==> src/invoice_amount_parser_assert.svh <==
// Assertion macros shared by the invoice amount parser RTL.
// Included by modules that carry concurrent checks; depends on nothing.
`ifndef INVOICE_AMOUNT_PARSER_ASSERT_SVH
`define INVOICE_AMOUNT_PARSER_ASSERT_SVH
`ifndef ASSERT_OFF
// property holds at every rising clock edge outside reset
`define IAP_ASSERT(lbl, clk, rst_n, prop, msg) \
	lbl: assert property (@(posedge clk) disable iff (!rst_n) (prop)) else $error(msg);
// condition never seen at a rising clock edge outside reset
`define IAP_ASSERT_NEVER(lbl, clk, rst_n, cond, msg) \
	lbl: assert property (@(posedge clk) disable iff (!rst_n) !(cond)) else $error(msg);
`else
`define IAP_ASSERT(lbl, clk, rst_n, prop, msg)
`define IAP_ASSERT_NEVER(lbl, clk, rst_n, cond, msg)
`endif
`endif

==> src/iap_pkg.sv <==
// Package for the invoice amount parser: widths, codes, the parse phase and the
// snapshot type passed from the parse stage to the scale stage. No dependencies.
`timescale 1ns / 1ps
`default_nettype none

package iap_pkg;

	localparam int CHAR_W         = 8;
	localparam int ACC_W          = 40;
	localparam int FACTOR_W       = 17;
	localparam int SAT_W          = ACC_W + FACTOR_W;
	localparam int CNT_W          = 4;
	localparam int FLASH_W        = 5;
	localparam int MAX_DIGITS_DEF = 12;

	localparam logic [FACTOR_W-1:0] FACTOR_M   = FACTOR_W'(100000);
	localparam logic [FACTOR_W-1:0] FACTOR_U   = FACTOR_W'(100);
	localparam logic [FACTOR_W-1:0] FACTOR_ONE = FACTOR_W'(1);

	typedef enum logic [1:0] {
		ST_OK        = 2'd0,
		ST_NO_DIGITS = 2'd1,
		ST_UNIT_ERR  = 2'd2,
		ST_OVERFLOW  = 2'd3
	} status_t;

	// parse phase of the character state machine
	typedef enum logic [1:0] {
		PH_SEEK_DIGIT = 2'd0,
		PH_DIGITS     = 2'd1,
		PH_SEEK_UNIT  = 2'd2,
		PH_DONE       = 2'd3
	} phase_t;

	// multiplier selection for the scale stage
	typedef enum logic [1:0] {
		SC_ONE = 2'd0,
		SC_U   = 2'd1,
		SC_M   = 2'd2
	} scale_t;

	// one finished invoice, ready for scaling
	typedef struct packed {
		status_t             status;
		logic [ACC_W-1:0]    operand;
		scale_t              scale;
		logic [FLASH_W-1:0]  flash;
	} snap_t;

endpackage

`default_nettype wire

==> src/iap_parse.sv <==
// Character parser: digit run accumulation, unit letter capture and the
// per-invoice snapshot register. Depends on iap_pkg and the assertion header.
`timescale 1ns / 1ps
`default_nettype none
`include "invoice_amount_parser_assert.svh"

module iap_parse import iap_pkg::*; #(
	parameter int MAX_DIGITS = MAX_DIGITS_DEF
) (
	input  logic              clk,
	input  logic              arst_n,
	input  logic              in_valid,
	output logic              in_stall,
	input  logic [CHAR_W-1:0] character,
	input  logic              last_char,
	input  logic              dn_ready,
	output logic              snap_valid,
	output snap_t             snap
);

	typedef enum logic [2:0] {
		UNIT_NONE  = 3'd0,
		UNIT_M     = 3'd1,
		UNIT_U     = 3'd2,
		UNIT_N     = 3'd3,
		UNIT_P     = 3'd4,
		UNIT_OTHER = 3'd5
	} unit_t;

	localparam int HIST_N = 4;

	localparam logic [CHAR_W-1:0] CH_0  = 8'h30;
	localparam logic [CHAR_W-1:0] CH_9  = 8'h39;
	localparam logic [CHAR_W-1:0] CH_LA = 8'h61;
	localparam logic [CHAR_W-1:0] CH_LZ = 8'h7A;
	localparam logic [CHAR_W-1:0] CH_UA = 8'h41;
	localparam logic [CHAR_W-1:0] CH_UZ = 8'h5A;
	localparam logic [CHAR_W-1:0] CH_M  = 8'h6D;
	localparam logic [CHAR_W-1:0] CH_U  = 8'h75;
	localparam logic [CHAR_W-1:0] CH_N  = 8'h6E;
	localparam logic [CHAR_W-1:0] CH_P  = 8'h70;

	// decimal digits added or removed by each unit
	localparam logic [FLASH_W-1:0] EXP_M = FLASH_W'(5);
	localparam logic [FLASH_W-1:0] EXP_U = FLASH_W'(2);
	localparam logic [FLASH_W-1:0] EXP_N = FLASH_W'(1);
	localparam logic [FLASH_W-1:0] EXP_P = FLASH_W'(4);

	phase_t             phase_q, phase_d;
	logic [ACC_W-1:0]   acc_q, acc_upd, acc_x10;
	logic [ACC_W-1:0]   hist_q [HIST_N];
	logic [ACC_W-1:0]   hist_upd [HIST_N];
	logic [CNT_W-1:0]   cnt_q, cnt_upd;
	logic [CNT_W-1:0]   sig_q, sig_upd;
	unit_t              unit_q, unit_upd, letter_unit;
	logic               ovf_q, ovf_upd;
	logic               is_digit, is_letter, take, unit_hit, room, in_fire;
	logic [3:0]         digit_val;
	logic [FLASH_W-1:0] sig_wide, sig_res;
	snap_t              snap_d, snap_s1;
	logic               snap_valid_s1;

	// handshake: hold the input only when the snapshot cannot move on
	assign in_stall   = snap_valid_s1 && !dn_ready;
	assign in_fire    = in_valid && !in_stall;
	assign snap_valid = snap_valid_s1;
	assign snap       = snap_s1;

	// character classes
	assign is_digit  = (character >= CH_0) && (character <= CH_9);
	assign is_letter = ((character >= CH_LA) && (character <= CH_LZ)) ||
	                   ((character >= CH_UA) && (character <= CH_UZ));
	assign digit_val = character[3:0];

	always_comb begin
		unique case (character)
			CH_M:    letter_unit = UNIT_M;
			CH_U:    letter_unit = UNIT_U;
			CH_N:    letter_unit = UNIT_N;
			CH_P:    letter_unit = UNIT_P;
			default: letter_unit = UNIT_OTHER;
		endcase
	end

	// phase next state
	always_comb begin
		phase_d = phase_q;
		unique case (phase_q)
			PH_SEEK_DIGIT: begin
				if (is_digit) begin
					phase_d = PH_DIGITS;
				end
			end
			PH_DIGITS: begin
				if (is_letter) begin
					phase_d = PH_DONE;
				end else if (!is_digit) begin
					phase_d = PH_SEEK_UNIT;
				end
			end
			PH_SEEK_UNIT: begin
				if (is_letter) begin
					phase_d = PH_DONE;
				end
			end
			PH_DONE: begin
				phase_d = PH_DONE;
			end
			default: begin
				phase_d = PH_SEEK_DIGIT;
			end
		endcase
	end

	// phase outputs: digit take and unit capture strobes
	always_comb begin
		take     = 1'b0;
		unit_hit = 1'b0;
		unique case (phase_q)
			PH_SEEK_DIGIT: begin
				take = is_digit;
			end
			PH_DIGITS: begin
				take     = is_digit;
				unit_hit = !is_digit && is_letter;
			end
			PH_SEEK_UNIT: begin
				unit_hit = is_letter;
			end
			default: begin
				take     = 1'b0;
				unit_hit = 1'b0;
			end
		endcase
	end

	// accumulator update; hist keeps the value before each of the last
	// four digits, which gives amount/10 and amount/10000 without dividing
	assign acc_x10 = {acc_q[ACC_W-4:0], 3'b000} + {acc_q[ACC_W-2:0], 1'b0};
	assign room    = cnt_q < CNT_W'(MAX_DIGITS);

	always_comb begin
		acc_upd  = acc_q;
		cnt_upd  = cnt_q;
		sig_upd  = sig_q;
		ovf_upd  = ovf_q;
		unit_upd = unit_q;
		for (int i = 0; i < HIST_N; i++) begin
			hist_upd[i] = hist_q[i];
		end
		if (take) begin
			if (room) begin
				acc_upd     = acc_x10 + ACC_W'(digit_val);
				cnt_upd     = cnt_q + CNT_W'(1);
				hist_upd[0] = acc_q;
				for (int i = 1; i < HIST_N; i++) begin
					hist_upd[i] = hist_q[i-1];
				end
				// significant digits: leading zeros do not count
				if (sig_q == '0) begin
					sig_upd = CNT_W'(digit_val != 4'd0);
				end else begin
					sig_upd = sig_q + CNT_W'(1);
				end
			end else begin
				ovf_upd = 1'b1;
			end
		end
		if (unit_hit) begin
			unit_upd = letter_unit;
		end
	end

	// result for an invoice ending with this character
	assign sig_wide = FLASH_W'(sig_upd);

	always_comb begin
		snap_d.status  = ST_OK;
		snap_d.operand = '0;
		snap_d.scale   = SC_ONE;
		sig_res        = '0;
		if (phase_d == PH_SEEK_DIGIT) begin
			snap_d.status = ST_NO_DIGITS;
		end else if (ovf_upd) begin
			snap_d.status = ST_OVERFLOW;
		end else begin
			case (unit_upd)
				UNIT_M: begin
					snap_d.operand = acc_upd;
					snap_d.scale   = SC_M;
					sig_res        = (sig_wide == '0) ? '0 : sig_wide + EXP_M;
				end
				UNIT_U: begin
					snap_d.operand = acc_upd;
					snap_d.scale   = SC_U;
					sig_res        = (sig_wide == '0) ? '0 : sig_wide + EXP_U;
				end
				UNIT_N: begin
					snap_d.operand = hist_upd[0];
					sig_res        = (sig_wide > EXP_N) ? sig_wide - EXP_N : '0;
				end
				UNIT_P: begin
					snap_d.operand = hist_upd[HIST_N-1];
					sig_res        = (sig_wide > EXP_P) ? sig_wide - EXP_P : '0;
				end
				default: begin
					snap_d.status = ST_UNIT_ERR;
				end
			endcase
		end
		snap_d.flash = (sig_res == '0) ? FLASH_W'(1) : sig_res;
	end

	// parse state; the last character of an invoice returns it to reset
	always_ff @(posedge clk or negedge arst_n) begin
		if (!arst_n) begin
			phase_q <= PH_SEEK_DIGIT;
			acc_q   <= '0;
			cnt_q   <= '0;
			sig_q   <= '0;
			ovf_q   <= 1'b0;
			unit_q  <= UNIT_NONE;
			for (int i = 0; i < HIST_N; i++) begin
				hist_q[i] <= '0;
			end
		end else if (in_fire) begin
			if (last_char) begin
				phase_q <= PH_SEEK_DIGIT;
				acc_q   <= '0;
				cnt_q   <= '0;
				sig_q   <= '0;
				ovf_q   <= 1'b0;
				unit_q  <= UNIT_NONE;
				for (int i = 0; i < HIST_N; i++) begin
					hist_q[i] <= '0;
				end
			end else begin
				phase_q <= phase_d;
				acc_q   <= acc_upd;
				cnt_q   <= cnt_upd;
				sig_q   <= sig_upd;
				ovf_q   <= ovf_upd;
				unit_q  <= unit_upd;
				for (int i = 0; i < HIST_N; i++) begin
					hist_q[i] <= hist_upd[i];
				end
			end
		end
	end

	// snapshot stage
	always_ff @(posedge clk or negedge arst_n) begin
		if (!arst_n) begin
			snap_valid_s1 <= 1'b0;
		end else if (in_fire && last_char) begin
			snap_valid_s1 <= 1'b1;
		end else if (dn_ready) begin
			snap_valid_s1 <= 1'b0;
		end
	end

	always_ff @(posedge clk) begin
		if (in_fire && last_char) begin
			snap_s1 <= snap_d;
		end
	end

	`IAP_ASSERT(a_seek_clean, clk, arst_n, phase_q == PH_SEEK_DIGIT |-> cnt_q == '0 && sig_q == '0 && !ovf_q && unit_q == UNIT_NONE, "state left over while seeking first digit")
	`IAP_ASSERT(a_ovf_full, clk, arst_n, ovf_q |-> cnt_q == CNT_W'(MAX_DIGITS), "overflow flagged before digit run filled")
	`IAP_ASSERT(a_sig_le_cnt, clk, arst_n, sig_q <= cnt_q, "significant digits exceed digits taken")
	`IAP_ASSERT(a_last_resets, clk, arst_n, in_fire && last_char |=> snap_valid_s1 && phase_q == PH_SEEK_DIGIT, "last character did not close the invoice")

endmodule

`default_nettype wire

==> src/iap_scale.sv <==
// Scale stage: multiplies the captured amount by the unit factor and holds
// the result item for the output channel. Depends on iap_pkg and the assertion header.
`timescale 1ns / 1ps
`default_nettype none
`include "invoice_amount_parser_assert.svh"

module iap_scale import iap_pkg::*; (
	input  logic               clk,
	input  logic               arst_n,
	input  logic               snap_valid,
	input  snap_t              snap,
	output logic               up_ready,
	output logic               out_valid,
	input  logic               out_stall,
	output logic [1:0]         status,
	output logic [SAT_W-1:0]   satoshis,
	output logic [FLASH_W-1:0] flash_count
);

	logic [FACTOR_W-1:0] factor;
	logic [SAT_W-1:0]    prod;
	logic                out_valid_s2;
	status_t             status_s2;
	logic [SAT_W-1:0]    sats_s2;
	logic [FLASH_W-1:0]  flash_s2;

	// output register empties or is taken this cycle
	assign up_ready = !out_valid_s2 || !out_stall;

	// unit factor decode
	always_comb begin
		unique case (snap.scale)
			SC_M:    factor = FACTOR_M;
			SC_U:    factor = FACTOR_U;
			default: factor = FACTOR_ONE;
		endcase
	end

	// 40 x 17 product fits the 57-bit field exactly
	assign prod = SAT_W'(snap.operand) * SAT_W'(factor);

	always_ff @(posedge clk or negedge arst_n) begin
		if (!arst_n) begin
			out_valid_s2 <= 1'b0;
		end else if (up_ready) begin
			out_valid_s2 <= snap_valid;
		end
	end

	always_ff @(posedge clk) begin
		if (up_ready && snap_valid) begin
			status_s2 <= snap.status;
			sats_s2   <= prod;
			flash_s2  <= snap.flash;
		end
	end

	assign out_valid   = out_valid_s2;
	assign status      = status_s2;
	assign satoshis    = sats_s2;
	assign flash_count = flash_s2;

	`IAP_ASSERT(a_err_zero, clk, arst_n, out_valid_s2 && status_s2 != ST_OK |-> sats_s2 == '0 && flash_s2 == FLASH_W'(1), "error item carries an amount")
	`IAP_ASSERT_NEVER(a_zero_flash, clk, arst_n, out_valid_s2 && sats_s2 == '0 && flash_s2 != FLASH_W'(1), "zero amount with flash count other than one")
	`IAP_ASSERT(a_hold, clk, arst_n, out_valid_s2 && out_stall |=> out_valid_s2 && $stable(sats_s2) && $stable(flash_s2), "stalled result item changed")

endmodule

`default_nettype wire

==> src/invoice_amount_parser.sv <==
// Top level of the invoice amount parser: parse stage feeding scale stage.
// Depends on iap_pkg, iap_parse and iap_scale.
//
//   channel  direction  handshake             payload
//   input    in         in_valid / in_stall   character, last_char
//   output   out        out_valid / out_stall status, satoshis, flash_count
//
// One character is taken every cycle while in_stall is low; there is no gap between invoices.
// The result item of an invoice, once its last character is accepted, is held
// first in the snapshot register, then passes the multiplier feeding the
// output register.
// Reset clears the parse state and both valid flags; no item is in flight.
// A stalled output backs up through the snapshot register to in_stall.
`timescale 1ns / 1ps
`default_nettype none

module invoice_amount_parser import iap_pkg::*; #(
	parameter int MAX_DIGITS = MAX_DIGITS_DEF
) (
	input  logic               clk,
	input  logic               arst_n,
	input  logic               in_valid,
	output logic               in_stall,
	input  logic [CHAR_W-1:0]  character,
	input  logic               last_char,
	output logic               out_valid,
	input  logic               out_stall,
	output logic [1:0]         status,
	output logic [SAT_W-1:0]   satoshis,
	output logic [FLASH_W-1:0] flash_count
);

	logic  snap_valid;
	logic  scale_ready;
	snap_t snap;

	iap_parse #(
		.MAX_DIGITS(MAX_DIGITS)
	) u_parse (
		.clk        (clk),
		.arst_n     (arst_n),
		.in_valid   (in_valid),
		.in_stall   (in_stall),
		.character  (character),
		.last_char  (last_char),
		.dn_ready   (scale_ready),
		.snap_valid (snap_valid),
		.snap       (snap)
	);

	iap_scale u_scale (
		.clk         (clk),
		.arst_n      (arst_n),
		.snap_valid  (snap_valid),
		.snap        (snap),
		.up_ready    (scale_ready),
		.out_valid   (out_valid),
		.out_stall   (out_stall),
		.status      (status),
		.satoshis    (satoshis),
		.flash_count (flash_count)
	);

endmodule

`default_nettype wire

==> config.mk <==
export PLATFORM = sky130hd
export DESIGN_NAME = invoice_amount_parser
export DESIGN_NICKNAME = d
export VERILOG_FILES = /design/src/iap_pkg.sv /design/src/iap_parse.sv /design/src/iap_scale.sv /design/src/invoice_amount_parser.sv
export VERILOG_INCLUDE_DIRS = /design/src /design/src/src
export SDC_FILE = /design/constraint.sdc
export NUM_CORES = 1
export LEC_CHECK = 0
export ABC_AREA = 1
export ABC_CLOCK_PERIOD_IN_PS = 5900
export BUFFER_PORTS_ARGS = -buffer_cell sky130_fd_sc_hd__buf_2
export CAP_MARGIN = 20
export CORE_MARGIN = 8
export CORE_UTILIZATION = 53
export DETAILED_ROUTE_END_ITERATION = 10
export MAX_ROUTING_LAYER = met4
export PLACE_DENSITY = 0.75
export SETUP_SLACK_MARGIN = 0.5
export SLEW_MARGIN = 30
export SYNTH_ARGS = -nofsm -noshare
export SYNTH_HDL_FRONTEND = slang
export SYNTH_SLANG_ARGS = --single-unit
==> constraint.sdc <==
create_clock -name clk -period 5.9 [get_ports clk]
set_clock_uncertainty 0.15 [all_clocks]
set_input_delay 1.18 -clock clk [delete_from_list [all_inputs] [get_ports clk]]
set_output_delay 1.18 -clock clk [all_outputs]
set_load 0.01 [all_outputs]
# Word-level counts from Yosys, hierarchy flattened
# Index checks and enable logic that the tools add are counted.
[classes] addsub=8 n_mul=1 div=0 n_lt_le_gt_ge=9 eq_ne=13 shift=0 n_mux=41 bitwise=0 n_reduce_logical=29
[op_table] operator="$mux 160" n=3
[op_table] operator="$mux 40" n=3
[op_table] operator="$pmux 40 s3" n=1
[op_table] operator="$mul 40x17->57" n=1
[op_table] operator="$add 40x4->40" n=1
[op_table] operator="$add 40x40->40" n=1
[op_table] operator="$pmux 17 s2" n=1
[op_table] operator="$eq 8x7->1 const B" n=4
[op_table] operator="$mux 5" n=6
[op_table] operator="$mux 4" n=7
[op_table] operator="$pmux 5 s4" n=1
[op_table] operator="$ge 8x7->1 const B" n=2
[op_table] operator="$le 8x7->1 const B" n=2
[op_table] operator="$mux 2" n=7
[op_table] operator="$pmux 3 s4" n=1
[op_table] operator="$logic_not 5->1" n=2
[op_table] operator="$add 4x1->4 const B" n=2
[op_table] operator="$ge 8x6->1 const B" n=1
[op_table] operator="$le 8x6->1 const B" n=1
[op_table] operator="$logic_and 1x1->1" n=8
[op_table] operator="$pmux 2 s4" n=1
[op_table] operator="$eq 2x2->1 const B" n=3
[op_table] operator="$eq 3x2->1 const B" n=2
[op_table] operator="$mux 1" n=6
[op_table] operator="other kinds (22)" n=34
[word_totals] reg_bits=329 latchBits=0 ram_bits=0 mem_bits_ro=0 input_bits=13 out_inout_bits=66 elab_cells=121 mem_count=0

# Longest topological paths before layout
[logic_depth] ltp_word=11 mapped_depth=32 ltp_nobuf=31

# Hierarchy
# From an unflattened synthesis, not the netlist that was laid out.
[hier_totals] cells_unflattened=4200 area_unflattened_um2=32169.6
[modules_own_cells] module="iap_scale" n_inst=1 cells_per_inst=2224 area_per_inst_um2=16708.5 seq_area_each_um2=1946.9
[modules_own_cells] module="iap_parse" n_inst=1 cells_per_inst=1976 area_per_inst_um2=15461.1 seq_area_each_um2=6851.6

# Least setup slack after synthesis
# Ideal clock, no wire load.
[synth_path] path_kind="register to register" startpoint="register u_parse.snap_s1, in the netlist u_parse.snap[6]" endpoint="register u_scale.sats_s2[40] (netlist: u_scale.satoshis[40]) (data pin)" setup_time_ns=0.252 arrival_time_ns=6.143 required_ns=5.498 path_slack_ns=-0.645 path_stages_with_launch=26 n_path_buf=3 synth_period_minus_slack_ns=6.545 cell_sequence="edfxtp_1 > ha_1 > clkbuf_1 > clkbuf_1 > buf_1 > nor2_1 > fa_1 > inv_1 > fa_1 > inv_1 > fa_1 > fa_1 > fa_1 > inv_1 > fa_1 > inv_1 > ha_1 > nand2_1 > nor2_1 > nand2_1 > nor3_1 > a21oi_1 > o31ai_1 > nand3_1 > nand3_1 > nand2_1"
[synth_via] elab_chain_cells=3 elab_cells_between_ends=4 classes_between="mul: 1; eq/ne: 2; mux: 1"
[synth_rtl] item="start: declaration" line_no="iap_parse.sv:60" rtl="snap_t snap_d, snap_s1;"
[synth_rtl] item="start signal: assignment" line_no="iap_parse.sv:264" rtl="snap_s1 <= snap_d;"
[synth_rtl] item="$eq 2x1->1 or $eq 2x2->1 (tied branches)" line_no="iap_scale.sv:32" rtl="unique case (snap.scale)"
[synth_rtl] item="$pmux 17 s2 (*)" line_no="iap_scale.sv:32"
[synth_rtl] item="$mul 40x17->57 (*)" line_no="iap_scale.sv:40" rtl="assign prod = SAT_W'(snap.operand) * SAT_W'(factor);"
[synth_rtl] item="via u_scale.prod[40]" line_no="iap_scale.sv:21" rtl="logic [SAT_W-1:0] prod;"
[synth_rtl] item="end signal: assignment" line_no="iap_scale.sv:53" rtl="sats_s2 <= prod;"
[synth_rtl] item="end: declaration" line_no="iap_scale.sv:24" rtl="logic [SAT_W-1:0] sats_s2;"
# The timed path passes the listed nets; every way through them passes the cells marked *.
# A chain may end at the register's enable or synchronous reset.

# Worst setup path after layout
[layout_path] startpoint="register u_parse.snap_s1, in the netlist u_parse.snap[6]" endpoint="register u_scale.sats_s2[32] (netlist: u_scale.satoshis[32]) (data pin)"
# Same word-level chain as after synthesis.

==> metrics.yaml <==
timing:
  fin_crit_sh_pct: 107
  relSlewSlack_pct: 41.7
  fin_ws_ns: -0.441
  tightestPinTransition_ns: 0.874
  hold_viol_final: 0
  max_clock_freq_mhz: 158
  timing.setup.tns_ns: -8.20
  setup_viol: 37
  period_minus_slack_ns: 6.34
  slew_violations: 0
  rsz0062_at_grt: "true"
synth:
  yosysSeqAreaShare_pct: 28.7
  synth_xor_area_share_pct: 2.63
  synth_compound_area_share_pct: 13.0
  synth.distinct_cells: 52
  synth-adder-area-share_pct: 28.9
  mappedNetlistArea_um2: 30600
  syn_inst: 3776
  synthMuxAreaShare_pct: 0.0653
  synth_top_family_by_area: "adder cells"
  syn-num-nets: 4356
  synth.avg_cell_area_um2: 8.11
  ys_seq_elements: 329
  synthSimpleGateAreaFrac_pct: 14.3
  yosysWarningCount: 0
drt:
  drtAntennaViolNets: 0
  wl_met2_um: 39700
  first_pass_iters: 5
  met3_wirelength_um: 4360
  num_vias: 26200
  drc: 0
  top_layer_used: "met4"
  wl_per_cell_um: 16.8
  avgViaCountPerCell: 5.30
  drt_wl_total_um: 83000
  drt_iter0_drc: 2059
  drt-met1-wl_um: 36200
floorplan:
  core-area_um2: 57500
  rows: 88
  die_h_um: 256
  die_area_um2: 65800
  ios: 79
  initial_core_util_pct: 53.3
  fp.dieW_um: 256
grt:
  grt_max_degree: 189
  grt_usage_pct: 25.0
  grt_pass1_wl_um: 133000
  grt_antenna_before_repair: 1
  grt_overflow: 0
  grt_pass1_vias: 26500
place:
  place_inst: 4827
  io_buffers: 78
  hpwl_um: 62400
  place_congestion: 0.941
  place_ws_ns: -0.511
  postPlaceCellArea_um2: 34400
clock_network:
  clockBufferDepth: 3
  worstSkewPairLatency_ns: 0.57
  cts_buffers: 37
  root_buffer: "clkbuf_16"
  clk_pin_slew_worst_paths_ns: 0.06
  h-tree-depth: 2
  cts.sinks: 329
  cts_tree: "built"
power:
  peakVddDrop_uv: 330
  leakagePower_nw: 19.7
  power.density_nw_per_um2: 305
outcome:
  outcome: "complete, but fails checks"
  violations: "setup timing"
cells_and_area:
  final_nets: 4726
  multiInputGateArea_um2: 19700
  postLayoutCellArea_um2: 37400
  stdcell_count: 4939
  regArea_um2: 8800
  fillers: 4695
  area_delta_synth_final_pct: 22.2
  drive_gt1_share_pct: 20.0
  final_core_util_pct: 65.2
run:
  drv_cap: 0
critical_path:
  start_kind: "register"
  worstPathRequired_ns: 6.13
  setup.worst_path.class: "register to register"
  regToRegSetupSlack_ns: -0.44
  worstPathMaxFanout: 10
  end_kind: "register"
  crit_arrival_ns: 6.57
hold_path:
  hold_class: "register to register"
## layer usage
layer	global-route usage (%)	up-vias
met2	41.1	717
met3	3.70	169
met1	31.9	12600
met5	-	-
li1	-	12700
met4	7.53	0
## cells in the mapped netlist (all sizes together)
library cell,n,share of area (%)
dfrtp,216,18
ha,332,14
nand3,87,1.5
nand4,12,0.25
clkbuf,93,1.1
xnor2,28,0.80
a21oi,159,2.6
a22oi,1,0.025
a211oi,1,0.025
o21ai,280,4.6
and3,5,0.10
o31ai,1,0.025
buf,11,0.22
and2,1,0.020
a31oi,26,0.53
o21a,6,0.15
nor4,1,0.020
o211ai,11,0.27
a221oi,2,0.057
a311oi,1,0.029
a21boi,8,0.20
a21o,15,0.37
edfxtp,113,11
o2111ai,3,0.086
fa,235,15
nand2,628,7.9
nor3,15,0.25
a22o,5,0.14
nor2,312,3.9
o21bai,14,0.34
a32o,1,0.033
inv,901,11
nand3b,4,0.098
or2,9,0.18
xor2,64,1.8
o22ai,173,3.5
mux2i,2,0.065
## critical path, cell delays in order, from the launching register on
cell and delay (ns):
edfxtp_1 0.45, inv_2 0.10, ha_4 0.18, buf_4 0.14, buf_16 0.14, nand2_1 0.09
xor2_1 0.16, ha_2 0.32, inv_1 0.06, fa_1 0.51, inv_1 0.05, fa_1 0.53
fa_2 0.44, fa_1 0.48, inv_1 0.05, fa_1 0.47, inv_1 0.06, ha_4 0.31
nand2_2 0.09, o21ai_1 0.30, nor2_1 0.11, o21ai_2 0.19, a21oi_2 0.07, o31ai_2 0.29
buf_4 0.16, buf_6 0.08, xor2_1 0.17
## report_power, final
| group | switching [mW] | internal (mW) | leakage, nW | total, mW |
|---|---|---|---|---|
| combinational | 3.56 | 2.82 | 15.1 | 6.38 |
| sequential | 0.0838 | 2.68 | 4.07 | 2.77 |
| clock | 0.978 | 1.30 | 0.581 | 2.27 |
## state kept, by name, indices dropped and copies added, names as in the netlist
name                 flops
u_scale.status           2
u_scale.flash_count      5
u_parse.acc_q           40
u_scale.satoshis        57
u_parse.cnt_q            4
u_parse.snap            49
u_parse.phase_q          2
u_parse.hist_q         160
u_scale.out_valid        1
u_parse.snap_valid       1
u_parse.unit_q           3
u_parse.sig_q            4
u_parse.ovf_q            1
## layout make-up
cell class / count / area share (%)
antenna: 1 / 0.00668
multi-input combinational: 2442 / 52.6
timing repair buffer: 435 / 9.15
clock buffer: 54 / 2.80
tap: 765 / 2.56
clock inverter: 12 / 0.381
sequential: 329 / 23.5
inverter: 901 / 9.05
## per-stage QoR
stage          hold slack (ns)  total power, mW
2_1_floorplan            0.250             5.91
3_3_place_gp             0.253             7.88
3_5_place_dp             0.256             7.98
4_1_cts                  0.270             10.6
5_1_grt                  0.279             12.1
6_report                 0.269             11.4
## timing repair
item	4_1_cts	5_1_grt
pin swaps	25	114
hold endpoints to repair	0	0
gates resized for setup	103	279
setup buffers	10	31
hold buffers	0	0
gates cloned	2	2
endpoints found under the setup margin	45	47
## cell families (layout without fill, tap and decap cells)
family | count (synthesis) | in the layout
other | 0 | 1
DFF | 329 | 329
AOI/OAI and AO/OA | 707 | 707
xor gates and xnor gates | 92 | 92
adders and majority gates | 567 | 567
muxes | 2 | 2
and+or+nand+nor | 1074 | 1074
buffers and inverters | 1005 | 1402
## cells in the final DEF, fill, tap and decap left out, types with 7 or more instances in the layout
master,Yosys,routed
inv_2,4,57
a21oi_2,1,32
nor3_1,15,10
buf_4,1,307
buf_2,5,77
edfxtp_1,113,113
nand4_1,12,12
buf_6,2,34
xor2_1,64,56
dfrtp_1,216,216
o21bai_1,14,11
ha_4,0,34
fa_2,0,8
nand2_1,613,568
clkbuf_16,0,39
nor2_4,1,22
nand2_4,6,22
clkbuf_1,93,11
o21ai_2,0,17
a21o_1,15,14
xnor2_1,28,26
buf_12,0,10
nand3_2,2,8
a21oi_1,158,115
o21ai_0,277,243
o22ai_1,173,173
nand3_1,83,76
nand2_2,9,37
o21ai_1,3,11
ha_1,332,294
a31oi_2,0,7
o21ai_4,0,9
a21oi_4,0,12
o211ai_1,11,11
nor2_1,307,260
a31oi_1,26,17
fa_1,235,227
xor2_2,0,8
inv_1,897,841
nor2_2,3,29
## path summary, 6_finish.rpt
path | startpoint | endpoint | cells past startpoint
worst max-delay path | u_parse.snap[6] | u_scale.satoshis[32] | 26
worst min-delay path | u_parse.snap[4] | u_scale.flash_count[4] | 0
worst max register to register | u_parse.snap[6] | u_scale.satoshis[32] | 26
worst min register to register | u_parse.snap[4] | u_scale.flash_count[4] | 0
max in group asynchronous | arst_n | u_parse.hist_q[114] | 2
min in group asynchronous | arst_n | u_parse.phase_q[1] | 1
Note: power is estimated with default switching activity, not from simulation.
